## config.mk

```make
export PLATFORM = sky130hd
export DESIGN_NAME = rectangle_collide_split
export DESIGN_NICKNAME = d
export VERILOG_FILES = /design/src/hdl/rcs_pkg.sv /design/src/hdl/rcs_classify.sv /design/src/hdl/rectangle_collide_split.sv
export VERILOG_INCLUDE_DIRS = /design/src /design/src/hdl
export SDC_FILE = /design/constraint.sdc
export NUM_CORES = 1
export LEC_CHECK = 0
export BUFFER_PORTS_ARGS = -buffer_cell sky130_fd_sc_hd__buf_4
export CAP_MARGIN = 5
export CORE_ASPECT_RATIO = 0.9
export CORE_MARGIN = 2
export CORE_UTILIZATION = 40
export CTS_BUF_LIST = sky130_fd_sc_hd__clkbuf_4
export DETAILED_ROUTE_END_ITERATION = 16
export MAX_ROUTING_LAYER = met4
export PLACE_DENSITY = 0.53
export SLEW_MARGIN = 20
export SYNTH_ARGS = -nofsm -noshare
export SYNTH_HDL_FRONTEND = slang
export SYNTH_SLANG_ARGS = --single-unit
```

## constraint.sdc

```tcl
create_clock -name clock -period 8.4 [get_ports clock]
set_input_delay 1.68 -clock clock [delete_from_list [all_inputs] [get_ports clock]]
set_output_delay 1.68 -clock clock [all_outputs]
set_load 0.01 [all_outputs]
```

## src/hdl/assert_macros.svh

```systemverilog
// assertion helpers used by rectangle_collide_split
`ifndef ASSERT_MACROS_SVH
`define ASSERT_MACROS_SVH

// expression must hold at every clock edge outside reset
`define ASSERT_ALWAYS(label, clk, rst, expr) \
   label: assert property (@(posedge clk) disable iff (rst) (expr)) \
      else $error("assertion failed");

// antecedent implies consequent sequence, same cycle
`define ASSERT_IMPLIES(label, clk, rst, ante, cons) \
   label: assert property (@(posedge clk) disable iff (rst) (ante) |-> cons) \
      else $error("assertion failed");

`endif

```

## src/hdl/rcs_pkg.sv

```systemverilog
// ----------------------------------------------------------------------------
// rcs_pkg
// Shared types and constants of the rectangle collision splitter.
// ----------------------------------------------------------------------------
`default_nettype none

package rcs_pkg;

   localparam int unsigned COORD_BITS_DEF = 13;

   typedef enum logic [2:0] {
      V_NONE        = 3'd0,
      V_RES_COVERED = 3'd1,
      V_NEW_COVERED = 3'd2,
      V_RES_TRIMMED = 3'd3,
      V_NEW_BROKEN  = 3'd4,
      V_MERGED      = 3'd5
   } verdict_type;

endpackage

`default_nettype wire

```

## src/hdl/rcs_classify.sv

```systemverilog
// ----------------------------------------------------------------------------
// rcs_classify
// Combinational classification of one resident/new rectangle pair and
// computation of up to two result rectangles.
// ----------------------------------------------------------------------------
`default_nettype none

module rcs_classify #(
   parameter int unsigned COORD_BITS = rcs_pkg::COORD_BITS_DEF
) (
   input  logic [COORD_BITS-1:0]   res_x,
   input  logic [COORD_BITS-1:0]   res_y,
   input  logic [COORD_BITS-1:0]   res_w,
   input  logic [COORD_BITS-1:0]   res_h,
   input  logic [COORD_BITS-1:0]   new_x,
   input  logic [COORD_BITS-1:0]   new_y,
   input  logic [COORD_BITS-1:0]   new_w,
   input  logic [COORD_BITS-1:0]   new_h,
   output rcs_pkg::verdict_type    verdict,
   output logic [1:0]              piece_count,
   output logic [COORD_BITS:0]     first_x,
   output logic [COORD_BITS:0]     first_y,
   output logic [COORD_BITS+1:0]   first_w,
   output logic [COORD_BITS+1:0]   first_h,
   output logic [COORD_BITS:0]     second_x,
   output logic [COORD_BITS:0]     second_y,
   output logic [COORD_BITS+1:0]   second_w,
   output logic [COORD_BITS+1:0]   second_h
);
   import rcs_pkg::*;

   localparam int unsigned P = COORD_BITS + 1;
   localparam int unsigned S = COORD_BITS + 2;

   // edges, exact in P bits
   logic [P-1:0] ra, rb, rt, rd, na, nb, nt, nd;
   // same values widened for size arithmetic (mod 2^S)
   logic [S-1:0] ras, rbs, rts, rds, nas, nbs, nts, nds;
   logic [S-1:0] rws, rhs, nws, nhs;
   logic [3:0]   e1, e2;
   logic [2:0]   t1, t2;
   logic         cov_res, cov_new, apart, both2;
   logic         same_w, same_h;

   function automatic logic encl(input logic [P-1:0] px, input logic [P-1:0] py,
                                 input logic [P-1:0] lx, input logic [P-1:0] hx,
                                 input logic [P-1:0] ly, input logic [P-1:0] hy);
      return (px >= lx) && (px <= hx) && (py >= ly) && (py <= hy);
   endfunction

   assign ra = {1'b0, res_x};
   assign rb = {1'b0, res_x} + {1'b0, res_w};
   assign rt = {1'b0, res_y};
   assign rd = {1'b0, res_y} + {1'b0, res_h};
   assign na = {1'b0, new_x};
   assign nb = {1'b0, new_x} + {1'b0, new_w};
   assign nt = {1'b0, new_y};
   assign nd = {1'b0, new_y} + {1'b0, new_h};

   assign ras = {1'b0, ra};
   assign rbs = {1'b0, rb};
   assign rts = {1'b0, rt};
   assign rds = {1'b0, rd};
   assign nas = {1'b0, na};
   assign nbs = {1'b0, nb};
   assign nts = {1'b0, nt};
   assign nds = {1'b0, nd};
   assign rws = {2'b00, res_w};
   assign rhs = {2'b00, res_h};
   assign nws = {2'b00, new_w};
   assign nhs = {2'b00, new_h};

   assign cov_res = (ra >= na) && (rb <= nb) && (rt >= nt) && (rd <= nd);
   assign cov_new = (na >= ra) && (nb <= rb) && (nt >= rt) && (nd <= rd);
   assign apart   = (rb < na) || (nb < ra) || (rd < nt) || (nd < rt);

   assign e1[0] = encl(ra, rt, na, nb, nt, nd);
   assign e1[1] = encl(rb, rt, na, nb, nt, nd);
   assign e1[2] = encl(ra, rd, na, nb, nt, nd);
   assign e1[3] = encl(rb, rd, na, nb, nt, nd);
   assign e2[0] = encl(na, nt, ra, rb, rt, rd);
   assign e2[1] = encl(nb, nt, ra, rb, rt, rd);
   assign e2[2] = encl(na, nd, ra, rb, rt, rd);
   assign e2[3] = encl(nb, nd, ra, rb, rt, rd);

   assign t1 = {2'b00, e1[0]} + {2'b00, e1[1]} + {2'b00, e1[2]} + {2'b00, e1[3]};
   assign t2 = {2'b00, e2[0]} + {2'b00, e2[1]} + {2'b00, e2[2]} + {2'b00, e2[3]};
   assign both2  = (t1 == 3'd2) && (t2 == 3'd2);
   assign same_w = (res_w == new_w);
   assign same_h = (res_h == new_h);

   always_comb begin
      verdict     = V_NONE;
      piece_count = 2'd0;
      first_x     = '0;
      first_y     = '0;
      first_w     = '0;
      first_h     = '0;
      second_x    = '0;
      second_y    = '0;
      second_w    = '0;
      second_h    = '0;
      if (cov_res) begin
         verdict = V_RES_COVERED;
      end else if (cov_new) begin
         verdict = V_NEW_COVERED;
      end else if (apart) begin
         verdict = V_NONE;
      end else if (both2 && e2[0] && e2[1] && same_w) begin
         verdict = V_MERGED; piece_count = 2'd1;
         first_x = ra; first_y = rt; first_w = rws; first_h = nhs + nts - rts;
      end else if (both2 && e2[0] && e2[2] && same_h) begin
         verdict = V_MERGED; piece_count = 2'd1;
         first_x = ra; first_y = rt; first_w = nws + nas - ras; first_h = rhs;
      end else if (both2 && e2[3] && e2[1] && same_h) begin
         verdict = V_MERGED; piece_count = 2'd1;
         first_x = na; first_y = nt; first_w = rws + ras - nas; first_h = nhs;
      end else if (both2 && e2[3] && e2[2] && same_w) begin
         verdict = V_MERGED; piece_count = 2'd1;
         first_x = na; first_y = nt; first_w = nws; first_h = rhs + rts - nts;
      end else if (t2 == 3'd2) begin
         // new loses the part that lies over the resident
         verdict = V_NEW_BROKEN; piece_count = 2'd1;
         first_x = na; first_y = nt; first_w = nws; first_h = nhs;
         if (e2[0] && e2[1]) begin
            first_y = rd; first_h = nhs - (rds - nts);
         end else if (e2[0] && e2[2]) begin
            first_x = rb; first_w = nws - (rbs - nas);
         end else if (e2[3] && e2[1]) begin
            first_w = nws - (nbs - ras);
         end else if (e2[3] && e2[2]) begin
            first_h = nhs - (nds - rts);
         end
      end else if (t1 == 3'd2) begin
         verdict = V_RES_TRIMMED; piece_count = 2'd1;
         first_x = ra; first_y = rt; first_w = rws; first_h = rhs;
         if (e1[0] && e1[1]) begin
            first_y = nd; first_h = rhs - (nds - rts);
         end else if (e1[0] && e1[2]) begin
            first_x = nb; first_w = rws - (nbs - ras);
         end else if (e1[3] && e1[1]) begin
            first_w = rws - (rbs - nas);
         end else if (e1[3] && e1[2]) begin
            first_h = rhs - (rds - nts);
         end
      end else if (t2 == 3'd1) begin
         // one new corner inside the resident: l-shaped remainder in two pieces
         verdict = V_NEW_BROKEN; piece_count = 2'd2;
         first_h = nhs;
         if (e2[0]) begin
            first_x  = rb; first_y = nt; first_w = nws - rbs + nas;
            second_x = na; second_y = rd; second_w = rbs - nas;
            second_h = nhs - rds + nts;
         end else if (e2[1]) begin
            first_x  = na; first_y = nt; first_w = nws - nbs + ras;
            second_x = ra; second_y = rd; second_w = nbs - ras;
            second_h = nhs - rds + nts;
         end else if (e2[2]) begin
            first_x  = rb; first_y = nt; first_w = nws - rbs + nas;
            second_x = na; second_y = nt; second_w = rbs - nas;
            second_h = nhs - nds + rts;
         end else begin
            first_x  = na; first_y = nt; first_w = nws - nbs + ras;
            second_x = ra; second_y = nt; second_w = nbs - ras;
            second_h = nhs - nds + rts;
         end
      end else begin
         // crossing pair: cut new on both sides of the resident
         verdict = V_NEW_BROKEN; piece_count = 2'd2;
         if (new_y < res_y) begin
            first_x  = na; first_y = nt; first_w = nws; first_h = nhs - nds + rts;
            second_x = na; second_y = rd; second_w = nws; second_h = nds - rds;
         end else begin
            first_x  = na; first_y = nt; first_w = nws - nbs + ras; first_h = nhs;
            second_x = rb; second_y = nt; second_w = nbs - rbs; second_h = nhs;
         end
      end
   end

endmodule

`default_nettype wire

```

## src/hdl/rectangle_collide_split.sv

```systemverilog
// ----------------------------------------------------------------------------
// rectangle_collide_split
// Classifies a resident and a new damage rectangle and returns up to two
// result rectangles.
// ----------------------------------------------------------------------------
// A pair is taken whenever start is high and busy is low; busy is only high
// during reset, so one pair can be issued every clock. The accepting edge loads
// the input register and the next edge loads the result register through the
// classifier; rsp_valid is set at that edge and is high for exactly one cycle
// per word. The receiver cannot stall the block and must take each result
// in the cycle it is shown. Unused result rectangles read as zero; sizes are
// two's complement and may be zero or negative.
`default_nettype none

module rectangle_collide_split #(
   parameter int unsigned COORD_BITS = rcs_pkg::COORD_BITS_DEF
) (
   input  logic                         clock,
   input  logic                         reset,
   input  logic                         start,
   output logic                         busy,
   input  logic [COORD_BITS-1:0]        req_res_x,
   input  logic [COORD_BITS-1:0]        req_res_y,
   input  logic [COORD_BITS-1:0]        req_res_w,
   input  logic [COORD_BITS-1:0]        req_res_h,
   input  logic [COORD_BITS-1:0]        req_new_x,
   input  logic [COORD_BITS-1:0]        req_new_y,
   input  logic [COORD_BITS-1:0]        req_new_w,
   input  logic [COORD_BITS-1:0]        req_new_h,
   output logic                         rsp_valid,
   output logic [2:0]                   rsp_verdict,
   output logic [1:0]                   rsp_piece_count,
   output logic [COORD_BITS:0]          rsp_first_x,
   output logic [COORD_BITS:0]          rsp_first_y,
   output logic signed [COORD_BITS+1:0] rsp_first_w,
   output logic signed [COORD_BITS+1:0] rsp_first_h,
   output logic [COORD_BITS:0]          rsp_second_x,
   output logic [COORD_BITS:0]          rsp_second_y,
   output logic signed [COORD_BITS+1:0] rsp_second_w,
   output logic signed [COORD_BITS+1:0] rsp_second_h
);
   import rcs_pkg::*;
   `include "assert_macros.svh"

   localparam int unsigned P = COORD_BITS + 1;
   localparam int unsigned S = COORD_BITS + 2;

   logic                  in_valid_ff, in_valid_in;
   logic [COORD_BITS-1:0] res_x_ff, res_y_ff, res_w_ff, res_h_ff;
   logic [COORD_BITS-1:0] new_x_ff, new_y_ff, new_w_ff, new_h_ff;

   verdict_type           verdict_in, verdict_ff;
   logic [1:0]            count_in, count_ff;
   logic [P-1:0]          fx_in, fy_in, sx_in, sy_in;
   logic [P-1:0]          fx_ff, fy_ff, sx_ff, sy_ff;
   logic [S-1:0]          fw_in, fh_in, sw_in, sh_in;
   logic [S-1:0]          fw_ff, fh_ff, sw_ff, sh_ff;
   logic                  out_valid_ff;

   // nothing is taken while reset holds
   assign busy        = reset;
   assign in_valid_in = start && !busy;

   always_ff @(posedge clock) begin
      if (reset) begin
         in_valid_ff  <= 1'b0;
         out_valid_ff <= 1'b0;
      end else begin
         in_valid_ff  <= in_valid_in;
         out_valid_ff <= in_valid_ff;
      end
   end

   always_ff @(posedge clock) begin
      if (in_valid_in) begin
         res_x_ff <= req_res_x;
         res_y_ff <= req_res_y;
         res_w_ff <= req_res_w;
         res_h_ff <= req_res_h;
         new_x_ff <= req_new_x;
         new_y_ff <= req_new_y;
         new_w_ff <= req_new_w;
         new_h_ff <= req_new_h;
      end
   end

   rcs_classify #(
      .COORD_BITS (COORD_BITS)
   ) u_classify (
      .res_x       (res_x_ff),
      .res_y       (res_y_ff),
      .res_w       (res_w_ff),
      .res_h       (res_h_ff),
      .new_x       (new_x_ff),
      .new_y       (new_y_ff),
      .new_w       (new_w_ff),
      .new_h       (new_h_ff),
      .verdict     (verdict_in),
      .piece_count (count_in),
      .first_x     (fx_in),
      .first_y     (fy_in),
      .first_w     (fw_in),
      .first_h     (fh_in),
      .second_x    (sx_in),
      .second_y    (sy_in),
      .second_w    (sw_in),
      .second_h    (sh_in)
   );

   always_ff @(posedge clock) begin
      if (in_valid_ff) begin
         verdict_ff <= verdict_in;
         count_ff   <= count_in;
         fx_ff      <= fx_in;
         fy_ff      <= fy_in;
         fw_ff      <= fw_in;
         fh_ff      <= fh_in;
         sx_ff      <= sx_in;
         sy_ff      <= sy_in;
         sw_ff      <= sw_in;
         sh_ff      <= sh_in;
      end
   end

   assign rsp_valid       = out_valid_ff;
   assign rsp_verdict     = verdict_ff;
   assign rsp_piece_count = count_ff;
   assign rsp_first_x     = fx_ff;
   assign rsp_first_y     = fy_ff;
   assign rsp_first_w     = fw_ff;
   assign rsp_first_h     = fh_ff;
   assign rsp_second_x    = sx_ff;
   assign rsp_second_y    = sy_ff;
   assign rsp_second_w    = sw_ff;
   assign rsp_second_h    = sh_ff;

   // every taken pair yields its word through the input and result registers
   `ASSERT_IMPLIES(a_latency, clock, reset, start && !busy, ##2 rsp_valid)
   // no word without a taken pair behind it
   `ASSERT_IMPLIES(a_no_spurious, clock, reset, rsp_valid, $past(start && !busy, 2))
   // merged or trimmed pairs carry exactly one piece
   `ASSERT_IMPLIES(a_one_piece, clock, reset,
      rsp_valid && (verdict_ff == V_MERGED || verdict_ff == V_RES_TRIMMED),
      count_ff == 2'd1)
   // second piece reads as zero unless two pieces are given
   `ASSERT_IMPLIES(a_second_zero, clock, reset, rsp_valid && count_ff != 2'd2,
      sx_ff == '0 && sy_ff == '0 && sw_ff == '0 && sh_ff == '0)

endmodule

`default_nettype wire

```

# == After elaboration in Yosys (flattened, before gate mapping) ==
# Cells that the tools add are included.
# Widths: inputs -> output; s select.
# totals
out_inout_bits,123
regBits,227
# classes
n_reduce_logical,55
n_mux,87
magnitude_cmp,21
eq_ne,5
add_sub_neg,40
# op_table
op,count
$mux 15,41
$mux 14,22
$mux 13,10
$sub 13x15->15,8
$add 13x13->14,8
$add 15x13->15,4
$sub 13x14->15,4
$sub 14x13->15,4
$sub 15x13->15,4
$ge 14x13->1,4
$le 13x14->1,4
$le 14x14->1,4
$lt 14x13->1,4
$ge 13x13->1,4
$logic_and 1x1->1,46
$sub 14x14->15,2
$eq 13x13->1,2
$mux 3,6
$lt 13x13->1,1
$add 3x1->3,4
$reduce_or 9->1,1
$reduce_or 8->1,1
$reduce_or 7->1,1
$eq 3x2->1 const B,2
8 further kinds,17

# == Longest topological paths before layout ==
# logic_depth
ltp_word,19
ltp_mapped,38

# == Hierarchy ==
# A second synthesis with hierarchy kept.
# hier_totals
cells_unflattened,3648
area_unflattened_um2,30812.1
# modules_own_cells
module,n_inst,cells_per_inst,area_each_um2,seq_area_each_um2
rcs_classify,1,3417,23989.3,0.0
rectangle_collide_split,1,231,6822.8,6796.5

# == Worst setup path before layout ==
# OpenSTA, ideal clock, no wires.
# synth_timing
path_type,flip-flop to flip-flop
startpoint,reg res_h_ff[1]
endpoint,"reg fw_ff[4], in the netlist rsp_first_w[4], data pin"
path_buffers,3
required_ps,8139
path_stages_with_launch,35
setup_time_ps,261
slack_ps,942
period_less_slack_ps,7458
t_arrival_ps,7197
cell_sequence,edfxtp_1 inv_1 fa_1 nor2b_1 o21ai_0 a21oi_1 o21ai_0 a211oi_1 nor2_1 xnor2_1 ha_1 clkbuf_1 a21o_1 a21oi_1 o221a_2 o31ai_1 or2_2 clkbuf_1 o21ai_2 or2_2 clkbuf_1 inv_1 ha_1 fa_1 ha_1 nor3b_1 nand2_1 nor3_1 nor4bb_1 nand2_1 a2111oi_0 a211oi_1 nand3_1 a31oi_1 a221o_1
# synth_between
elab_chain_cells,15
# synth_rtl
element,line,source
"start, declared",rectangle_collide_split.sv:49,"logic [COORD_BITS-1:0] res_x_ff, res_y_ff, res_w_ff, res_h_ff;"
"start signal, assigned",rectangle_collide_split.sv:79,res_h_ff <= req_res_h;
branches (longest 15 deep; another with $add 13x13->14),-,
"end signal, assigned",rectangle_collide_split.sv:116,fw_ff <= fw_in;
"end, declared",rectangle_collide_split.sv:57,"logic [S-1:0] fw_ff, fh_ff, sw_ff, sh_ff;"
# Several ways; the timed one is not identified.
# A chain may end at the register's enable or synchronous reset.

# == Worst setup path after layout ==
# layout_timing
startpoint,reg res_w_ff[0]
endpoint,"reg fy_ff[12], in the netlist rsp_first_y[12], data pin"
# layout_between
elab_chain_cells,17
# layout_rtl
element,line,source
"start, declared",rectangle_collide_split.sv:49,
"start signal, assigned",rectangle_collide_split.sv:78,res_w_ff <= req_res_w;
$add 13x13->14,rcs_classify.sv:52,"assign rb = {1'b0, res_x} + {1'b0, res_w};"
"$ge 14x13->1, or another cell as far along",rcs_classify.sv:48,return (px >= lx) && (px <= hx) && (py >= ly) && (py <= hy);
$logic_and 1x1->1 (3 in series),rcs_classify.sv:48,
$add 1x1->2 (on tied branches),"rcs_classify.sv:86, rcs_classify.sv:87",
$add 3x1->3 (on tied branches) (2 in series),"rcs_classify.sv:86, rcs_classify.sv:87",
$eq 3x2->1 (on tied branches),"rcs_classify.sv:88, rcs_classify.sv:134, rcs_classify.sv:121",
$logic_and 1x1->1,rcs_classify.sv:88,assign both2 = (t1 == 3'd2) && (t2 == 3'd2);
$logic_and 1x1->1,"rcs_classify.sv:115, rcs_classify.sv:118",
$logic_and 1x1->1 (2 in series),rcs_classify.sv:118,end else if (both2 && e2[3] && e2[2] && same_w) begin
$mux 13,rcs_classify.sv:118,
$mux 13,rcs_classify.sv:115,end else if (both2 && e2[3] && e2[1] && same_h) begin
$mux 13,rcs_classify.sv:112,end else if (both2 && e2[0] && e2[2] && same_h) begin
$mux 13,rcs_classify.sv:109,end else if (both2 && e2[0] && e2[1] && same_w) begin
"end signal, assigned",rectangle_collide_split.sv:115,fy_ff <= fy_in;
"end, declared",rectangle_collide_split.sv:55,"logic [P-1:0] fx_ff, fy_ff, sx_ff, sy_ff;"
# Parallel ways exist; a longest one is shown, timed or not.

==> results.yml <==
outcome:
  outcome: "completed"
setup_path:
  r2r-start: "res_w_ff[0]$_DFFE_PP_"
  worst_path_max_delay_cell: "fa_1"
  r2r_end: "rsp_first_y[12]$_SDFFCE_PP0P_"
  worst_setup_path_start_kind: "register"
  crit_arrival_ns: 8.61
  required_ns: 8.99
  reg2reg_depth: 32
  critical_path_buf_inv_count: 4
  crit_family: "compound AO/OA/AOI/OAI gates"
  max_stage_delay_ns: 0.47
  critical_path_class: "register to register"
  critPathCaptureType: "register"
  reg2reg_setup_slack_ns: 0.38
  crit_top_cell: "ha_1"
  critPathMaxFanout: 18
global_route:
  gr-total-overflow: 0
  grt_antenna_before_repair: 7
  grt_pass1_wl_um: 199000
  grt_max_degree: 68
  grt_pass1_vias: 27900
  grt_usage_pct: 40.3
worst_hold_path:
  min_from: "new_x_ff[11]$_DFFE_PP_"
  hold_depth: 2
  hold_path.class: "register to register"
  hold_end: "rsp_first_x[11]$_SDFFCE_PP0P_"
placement:
  detailed_place_hpwl_um: 116000
  dp_slack_ns: 0.00374
  place_area_um2: 32300
  placedCellCount: 4523
  routabilityCongestion: 1.12
  portBuffers: 229
logic_synthesis:
  ys_types: 102
  syn_area_um2: 28000
  ys_warn_count: 0
  ys_ff_latch: 227
  synth_edf_count: 225
  ys.flop_type: "edfxtp_1"
  synth_area_leaders: "edfxtp_1 24%, ha_1 15%, xnor2_1 5.0%, a21oi_1 4.9%, fa_1 4.8%"
  yosysSeqAreaShare_pct: 24.3
  ys_top_cells_by_count: "326 x ha_1, 273 x nor2_1, 272 x a21oi_1"
  synth_top_area_share_pct: 24.1
  async_reset_ff_share_pct: 0
  syn_inst: 3231
  syn_nets: 3731
  yosysMostFrequentCell: "ha_1"
  yosys.area.top_type: "edfxtp_1"
  syn_area_per_cell_um2: 8.66
sta:
  clock.fmax_mhz: 125
  hold_ws_ns: 0.737
  fin_crit_sh_pct: 95.4
  slew_headroom_pct: 13.8
  hold_viol: 0
  rsz0062_at_grt: "no"
  setup_viol_count_final: 0
  fin_skew_ns: 0.0727
  fin_ws_ns: 0.384
  worst_slew_pin_slew_ns: 1.28
  finalCriticalPeriod_ns: 8.02
  report.final.slew_viol_count: 0
  setup_tns_ns: 0
floorplanning:
  die_w_um: 283
  rows: 91
  io_pins: 230
  initial_utilization_pct: 40.6
  core_area_um2: 68900
  die_area_um2: 72100
  die_y_um: 255
power:
  power_leakage_nw: 14.4
  fin_total_pwr_mw: 12.7
  peakVddDrop_mv: 0.225
  powerDensity_nw_per_um2: 381
drt:
  vias: 29700
  routed_via_density: 6.37
  first_pass_iters: 7
  post_drt_wl_per_cell_um: 30.9
  remaining_drc_errors: 0
  antenna_left: 0
  routed_wl_um: 144000
  drt_iter0_markers: 4339
cells_and_area:
  areaGrowthSynthToFinish_pct: 19.3
  fillers: 6809
  fin_area_um2: 33400
  nNetsFinal: 4167
  final_layout_size_suffix_gt1_share_pct: 17.8
  postLayoutCoreUtil_pct: 48.5
  instances_no_fill: 4658
clock_tree:
  postCtsHoldBufs: 0
  clk_latency_ns: 0.88
  clk_pin_slew_ns: 0.07
  cts_buffer_depth: 3
  cts_tree: "built"
  htree_levels: 3
  cts_buffers: 70
  root_buffer: "clkbuf_4"
  clock_sinks: 227
run:
  cap_violations: 0
[layout by cell type, fill, tap and decap left out, types with 17 or more instances in the layout]
| master | count |
|---|---|
| fa_1 | 67 |
| nor2_1 | 269 |
| nand2_1 | 221 |
| o21a_1 | 39 |
| xnor2_1 | 160 |
| o21ai_0 | 165 |
| o21bai_1 | 25 |
| a211oi_1 | 82 |
| mux2i_1 | 76 |
| o211ai_1 | 52 |
| nand4_1 | 24 |
| nand2b_1 | 34 |
| nand3_1 | 60 |
| inv_1 | 236 |
| and3_1 | 21 |
| a221oi_1 | 32 |
| edfxtp_1 | 225 |
| a21oi_1 | 269 |
| clkbuf_4 | 102 |
| buf_4 | 456 |
| a21o_1 | 101 |
| or2_2 | 17 |
| nor3_1 | 79 |
| nor2b_1 | 49 |
| o22ai_1 | 42 |
| xor2_1 | 105 |
| a31oi_1 | 25 |
| a22oi_1 | 30 |
| ha_1 | 325 |
[layout make-up]
cell class	instances	area [um^2]	area share [%]
timing repair buffer	466	3610	10.8
tap	930	1160	3.49
inverter	238	893	2.68
clock buffer	102	766	2.29
clock inverter	24	183	0.547
antenna	7	17.5	0.0525
multi-input combinational	2664	19900	59.8
sequential	227	6800	20.4
[tightest hold or removal path, stage by stage, from the launching register on]
cell and delay (ns):
edfxtp_1 0.44, nand2_1 0.07, a21oi_1 0.11
[sequential cells by signal (all words and copies together) (netlist names), 2 cells and up]
signal	cells
rsp_second_h	15
rsp_second_w	15
rsp_second_y	14
rsp_first_x	14
rsp_second_x	14
new_x_ff	13
rsp_first_y	14
res_x_ff	13
new_w_ff	13
rsp_piece_count	2
res_y_ff	13
rsp_first_w	15
res_h_ff	13
res_w_ff	13
rsp_verdict	3
new_h_ff	13
rsp_first_h	15
new_y_ff	13
[cell families (layout without fill, tap and decap cells)]
group                    Yosys count  count (layout)  synth area share [%]
XOR/XNOR                         272             272                  8.65
other                              0               7                     0
flip-flops                       227             227                  24.3
AND/OR/NAND/NOR                  861             861                  14.5
buffers and inverters            340             830                  4.81
adder cells (fa/ha/maj)          397             397                  19.5
AO/OA/AOI/OAI                   1048            1048                  25.1
multiplexers                      86              86                  3.13
[metal layers]
layer	GRT usage, %	share of wire (%)	vias up
met3	16.0	15	292
met2	52.7	38	1962
li1	-	-	13000
met5	-	0	-
met4	12.2	3.4	0
met1	55.8	44	14400
[where the power goes]
group / internal, mW / switching, mW / leakage, nW
logic: 3.59 / 6.35 / 11.8
registers: 1.41 / 0.125 / 1.99
clock network: 0.651 / 0.600 / 0.559
total: 5.64 / 7.07 / 14.4
[how the worst max path moves through the flow]
stage,startpoint,endpoint,slack (ns),cells after the start
2_1_floorplan,res_h_ff[1]$_DFFE_PP_,rsp_first_w[4]$_SDFFCE_PP0P_,0.94,34
3_3_place_gp,res_h_ff[0]$_DFFE_PP_,rsp_first_w[8]$_SDFFCE_PP0P_,0.009,34
3_5_place_dp,new_y_ff[2]$_DFFE_PP_,rsp_first_w[8]$_SDFFCE_PP0P_,0.004,35
4_1_cts,res_h_ff[0]$_DFFE_PP_,rsp_first_w[8]$_SDFFCE_PP0P_,0.002,36
5_1_grt,new_y_ff[0]$_DFFE_PP_,rsp_first_w[11]$_SDFFCE_PP0P_,0.03,37
6_report,res_w_ff[0]$_DFFE_PP_,rsp_first_y[12]$_SDFFCE_PP0P_,0.38,32
[timing repair]
action / CTS / global route
setup endpoints to repair: 1 / 113
setup buffers: 0 / 2
resized for setup: 1 / 17
No activity file was read; power rests on OpenSTA's default activity.
